$ cat src/hw/rtl/kwsm_pkg.sv
`timescale 1ns / 1ps
`default_nettype none
package kwsm_pkg;

  localparam int unsigned DefMaxSources = 8;
  localparam int unsigned DefEntriesPerSource = 256;
  localparam int unsigned IdW = 32;
  localparam int unsigned ScoreW = 16;
  localparam int unsigned EntryW = IdW + ScoreW;
  localparam int unsigned CountW = 4;
  localparam logic [CountW-1:0] CountReset = 4'd2;

  localparam logic [1:0] CmdPush = 2'd0;
  localparam logic [1:0] CmdPop = 2'd1;
  localparam logic [1:0] CmdClear = 2'd2;

  localparam logic [2:0] StOk = 3'd0;
  localparam logic [2:0] StMerged = 3'd1;
  localparam logic [2:0] StWait = 3'd2;
  localparam logic [2:0] StReject = 3'd3;
  localparam logic [2:0] StDone = 3'd4;

  typedef enum logic [1:0] {
    OpPush,
    OpPop,
    OpClear,
    OpBad
  } op_e;

  typedef enum logic [2:0] {
    SIdle,
    SRead,
    SCmp,
    SAdv,
    SFin
  } state_e;

  typedef struct packed {
    logic [1:0]        command;
    logic [2:0]        source;
    logic [IdW-1:0]    entry_id;
    logic [ScoreW-1:0] entry_score;
    logic              list_end;
  } in_word_t;

  typedef struct packed {
    logic [IdW-1:0]    out_id;
    logic [ScoreW-1:0] out_score;
    logic [2:0]        status;
    logic              last;
  } out_word_t;

  typedef struct packed {
    op_e      op;
    in_word_t word;
  } cmd_t;

endpackage
`default_nettype wire

$ cat src/hw/rtl/kwsm_front.sv
`timescale 1ns / 1ps
`default_nettype none
module kwsm_front (
  input  wire logic               clk_i,
  input  wire logic               rst_ni,
  input  wire logic               in_valid_i,
  output logic                    in_ready_o,
  input  wire kwsm_pkg::in_word_t in_word_i,
  output logic                    cmd_valid_o,
  input  wire logic               cmd_take_i,
  output kwsm_pkg::cmd_t          cmd_o
);

  kwsm_pkg::cmd_t ent_q [2];
  logic [1:0] cnt_q, cnt_d;
  logic       hd_q, hd_d;
  logic       enq;
  kwsm_pkg::op_e op;

  always_comb begin
    unique case (in_word_i.command)
      kwsm_pkg::CmdPush:  op = kwsm_pkg::OpPush;
      kwsm_pkg::CmdPop:   op = kwsm_pkg::OpPop;
      kwsm_pkg::CmdClear: op = kwsm_pkg::OpClear;
      default:            op = kwsm_pkg::OpBad;
    endcase
  end

  assign in_ready_o  = (cnt_q != 2'd2);
  assign enq         = in_valid_i && in_ready_o;
  assign cmd_valid_o = (cnt_q != 2'd0);
  assign cmd_o       = ent_q[hd_q];

  always_comb begin
    cnt_d = cnt_q;
    hd_d  = hd_q;
    if (cmd_take_i) begin
      hd_d = ~hd_q;
    end
    if (enq && !cmd_take_i) begin
      cnt_d = cnt_q + 2'd1;
    end else if (!enq && cmd_take_i) begin
      cnt_d = cnt_q - 2'd1;
    end
  end

  always_ff @(posedge clk_i or negedge rst_ni) begin
    if (!rst_ni) begin
      cnt_q <= 2'd0;
      hd_q  <= 1'b0;
    end else begin
      cnt_q <= cnt_d;
      hd_q  <= hd_d;
    end
  end

  always_ff @(posedge clk_i) begin
    if (enq) begin
      ent_q[hd_q ^ cnt_q[0]] <= '{op: op, word: in_word_i};
    end
  end

endmodule
`default_nettype wire

$ cat config.mk
export PLATFORM = sky130hd
export DESIGN_NAME = kwsm_front
export DESIGN_NICKNAME = d
export VERILOG_FILES = /design/src/hw/rtl/kwsm_pkg.sv /design/src/hw/rtl/kwsm_front.sv
export SDC_FILE = /design/constraint.sdc
export NUM_CORES = 1
export LEC_CHECK = 0
export ABC_AREA = 1
export ABC_CLOCK_PERIOD_IN_PS = 7200
export BUFFER_PORTS_ARGS = -buffer_cell sky130_fd_sc_hd__buf_2
export CAP_MARGIN = 0
export CELL_PAD_IN_SITES_DETAIL_PLACEMENT = 0
export CELL_PAD_IN_SITES_GLOBAL_PLACEMENT = 1
export CORE_ASPECT_RATIO = 0.8
export CORE_MARGIN = 2
export CORE_UTILIZATION = 35
export DETAILED_ROUTE_END_ITERATION = 8
export PLACE_DENSITY_LB_ADDON = 0.1
export SLEW_MARGIN = 20
export SYNTH_ARGS = -nofsm -noshare
export SYNTH_HDL_FRONTEND = slang
export SYNTH_SLANG_ARGS = --single-unit
$ cat constraint.sdc
create_clock -name clk_i -period 7.2 [get_ports clk_i]
set_clock_uncertainty 0.05 [all_clocks]
set_input_delay 0.72 -clock clk_i [delete_from_list [all_inputs] [get_ports clk_i]]
set_output_delay 0.72 -clock clk_i [all_outputs]
set_load 0.005 [all_outputs]
* Word-level counts from Yosys, hierarchy flattened
Memories as Yosys holds them, arrays and structs flattened.
Cells that the tools add are included.
** Storage, ports and cells
- Flip-flop bits (word level) :: 3
- Bits in writable memories :: 112
- Input bits :: 58
- Word-level logic and storage cells :: 23
- Memories :: 1
** Cells by class
- Add/subtract/negate cells :: 2
- Eq/ne operators :: 3
- Mux-type cells :: 5
- Bitwise logic cells :: 2
- Reduce and logical (&&, ||, !) cells :: 8
** Memory list
- ent_q :: words 2, width 56, read ports 1, clocked after memory_dff 0, write ports 1, RTL line kwsm_front.sv:14 : kwsm_pkg::cmd_t ent_q [2];
** Operator list (count)
- $pmux 2 s3 :: 1
- $mux 2 :: 2
- $reduce_bool 2->1 :: 2
- $logic_and 1x1->1 :: 3
- $add 2x1->2 const B :: 1
- $eq 2x1->1 const B :: 1
- $eq 2x2->1 const B :: 1
- $logic_not 1->1 :: 2
- $logic_not 2->1 :: 1
- $mux 1 :: 2
- $ne 2x2->1 const B :: 1
- $sub 2x1->2 const B :: 1
- $not 1->1 :: 1
- $xor 1x1->1 :: 1

* Logic depth before layout (Yosys ltp)
- Depth after elaboration :: 6
- Mapped depth :: 10
- Mapped depth without buffers :: 10

* Worst setup path before layout
No wires, ideal clock.
- Kind :: input port to flip-flop
- From :: in in_valid_i
- To :: mem ent_q[0][0] in the netlist's numbering (enable)
- Setup time :: 0.470 ns
- Data arrival time :: 3.140 ns
- Setup slack :: 3.540 ns
- Stages :: 2
- Path buffers :: 0
- Cell sequence :: nand2_1 nor2_1
** On the way
- Longest elaborated chain between the ends :: 3
** RTL lines
- start: declaration :: RTL line kwsm_front.sv:6 : input wire logic in_valid_i,
- $logic_and 1x1->1 :: RTL line kwsm_front.sv:30 : assign enq = in_valid_i && in_ready_o;
- $mux 1 :: RTL line kwsm_front.sv:58 : if (enq) begin
- $mux 1 (not written as such) :: RTL line kwsm_front.sv:59 : ent_q[hd_q ^ cnt_q[0]] <= '{op: op, word: in_word_i};
- end: declaration :: RTL line kwsm_front.sv:14
No other way between the ends.

==> results.sh <==
export IMPL_synth_seq_area_share=0.798
export IMPL_n_antenna_cell=0
export IMPL_crit_arrival_ns=2.25
export IMPL_cts_setup_buffers=0
export IMPL_final_hold_viol_count=0
export IMPL_grt_start_max_net_pins=48
export IMPL_rsz0062_at_grt="false"
export IMPL_vias_per_cell=4.41
export IMPL_switchingPower_mw=0.710
export IMPL_layout_common_cells="115 x buf_2, 112 x edfxtp_1, 36 x mux2_2, 20 x mux2_4, 17 x clkbuf_16"
export IMPL_synthMuxAreaShare=0.164
export IMPL_synth_top_family_by_area="multiplexers"
export IMPL_syn_area_um2=4310
export IMPL_initial_core_util=0.356
export IMPL_drt_iter0_drc=148
export IMPL_grt_pass1_vias=2242
export IMPL_syn_inst=200
export IMPL_end_kind="output pin"
export IMPL_crit_type="reg -> out"
export IMPL_hold_slack_ns=0.0604
export IMPL_firstDrtPassIters=4
export IMPL_fillers=1066
export IMPL_drt_wl_total_um=8260
export IMPL_ctsResizeCount=0
export IMPL_layout_min_cycle_time_ns=3.02
export IMPL_clockBufferDepth=2
export IMPL_place_gp_congestion=0.671
export IMPL_root_buffer="clkbuf_16"
export IMPL_power_frac_clock=0.307
export IMPL_internal_power_mw=1.91
export IMPL_core_um2=12100
export IMPL_port_buffers=115
export IMPL_pwr_share_seq=0.413
export IMPL_peakVddDrop_v=0.000253
export IMPL_synth_cell_types=16
export IMPL_cp_slowest_cell="buf_4"
export IMPL_antenna_found_initial=0
export IMPL_wl_per_cell_um=16.7
export IMPL_crit_path_start_kind="flop"
export IMPL_synth_xor_area_share=0.00610
export IMPL_fin_setup_tns_ns=0
export IMPL_fmax_mhz=332
export IMPL_antenna_left=0
export IMPL_status="finished clean"
export IMPL_fin_crit_sh=0.419
export IMPL_yosysWarnings=0
export IMPL_syn_avg_cell_area_um2=21.5
export IMPL_numCtsBuffers=17
export IMPL_p_leak_nw=2.21
export IMPL_synth_fp_nets=259
export IMPL_hold_class="in -> async"
export IMPL_drc=0
export IMPL_maxSlewHeadroom=0.517
export IMPL_final_common_cell="buf_2"
export IMPL_cts_sinks=115
export IMPL_yosys_area_share_adder=0.00290
export IMPL_vias=2177
export IMPL_tightestPinTransition_ns=0.725
export IMPL_die_w_um=128
export IMPL_syn2layout_area_growth_pct=30.5
export IMPL_path_max_fanout=44
export IMPL_required_ns=6.43
export IMPL_placementRows=36
export IMPL_insertion_delay_ns=0.40
export IMPL_clk_pin_slew_ns=0.05
export IMPL_die_y_um=103
export IMPL_power_density_nw_per_um2=466
export IMPL_grt_usage=0.130
export IMPL_ys_ff_latch=115
export IMPL_max_cap_viol_count=0
export IMPL_synth_compound_area_frac=0
export IMPL_io_pins=116
export IMPL_p_comb_frac=0.280
export IMPL_crit_buf_inv=2
export IMPL_cp_top_family="buffers and inverters"
export IMPL_cts_tree="built"
export IMPL_grt_pass1_wl_um=12000
export IMPL_worstPathCellList="buf_4 -> mux2_2 -> buf_2"
export IMPL_grt_overflow=0
export IMPL_slowest_delay_ns=0.64
export IMPL_htree_levels=4
export IMPL_fin_nets=388
export IMPL_ctsHoldBuffers=0
export IMPL_slew_violations=0
export IMPL_die_area_um2=13200
export IMPL_yosys_area_share_simple=0.0110
export IMPL_hpwl_um=5220
export IMPL_p_sw_frac=0.271
export IMPL_finalSetupViolCount=0
export IMPL_drive_above_1_share=0.599
## worst paths after layout
kind,startpoint,to,slack (ns),depth (start not counted)
max,hd_q,cmd_o[4],4.18,3
min,rst_ni,cnt_q[1],0.06,1
max reg2reg,hd_q,ent_q[1][11],4.89,3
min reg2reg,cnt_q[1],cnt_q[1],0.46,2
max in group asynchronous,rst_ni,hd_q,6.91,1
min in group clk_i,in_word_i[46],ent_q[0][46],0.45,1
## synth_stat cells
| cell type | instances | area, um2 |
|---|---|---|
| nand2_1 | 7 | 26.3 |
| mux2_4 | 20 | 300 |
| nand3_1 | 1 | 5.00 |
| buf_2 | 3 | 15.0 |
| mux2_2 | 36 | 405 |
| xor2_1 | 2 | 17.5 |
| nor2_1 | 1 | 3.75 |
| dfrtp_1 | 3 | 75.1 |
| nand4_1 | 1 | 6.26 |
| edfxtp_1 | 112 | 3360 |
| clkbuf_1 | 2 | 7.51 |
| xnor2_1 | 1 | 8.76 |
| ha_1 | 1 | 12.5 |
| and2_1 | 1 | 6.26 |
| inv_1 | 6 | 22.5 |
| buf_6 | 3 | 33.8 |
## power groups by stage
stage | clock [mW] | combinational, mW | sequential (mW)
3_3_place_gp | 0 | 0.765 | 1.09
6_report | 0.805 | 0.734 | 1.08
4_1_cts | 0.822 | 0.763 | 1.09
2_1_floorplan | 0 | 0.473 | 1.08
3_5_place_dp | 0 | 0.759 | 1.10
5_1_grt | 0.856 | 0.813 | 1.11
## state kept, by name, indices dropped and copies added (netlist names)
signal,flops
cnt_q,2
ent_q,112
hd_q,1
## metrics by stage
step           worst slack (ns)  cells  cell area (um2)  power [mW]  utilization
2_1_floorplan              3.54    200             4310        1.55            -
3_3_place_gp               4.57    462             5050        1.86        0.417
3_5_place_dp               4.54    462             5050        1.86        0.417
4_1_cts                    4.12    494             5620        2.67        0.464
5_1_grt                    4.03    494             5620        2.77        0.464
6_report                   4.18    494             5620        2.62        0.464
## logic make-up (layout without fill, tap and decap cells)
kind of cell | Yosys count | count (layout)
buffers and inverters | 14 | 156
multiplexers | 56 | 56
XOR/XNOR | 3 | 3
AND/OR/NAND/NOR | 11 | 11
flip-flops | 115 | 115
adder cells (fa/ha/maj) | 1 | 1
## layout make-up
type	count	area [um2]	share of cell area
clock buffer	18	429	0.0763
clock inverter	14	144	0.0256
inverter	6	22.5	0.00400
multi-input combinational	71	801	0.142
sequential	115	3440	0.612
tap	152	190	0.0338
timing repair buffer	118	598	0.106
## per-layer routing
layer / vias to the layer above / global-route usage / part of all wire
met5: - / 0 / 0
met3: 10 / 0.0468 / 0.060
met1: 1058 / 0.165 / 0.46
met4: 0 / 0.0710 / 0.014
li1: 1037 / - / -
met2: 72 / 0.197 / 0.46
(Power assumes the default switching activity.)
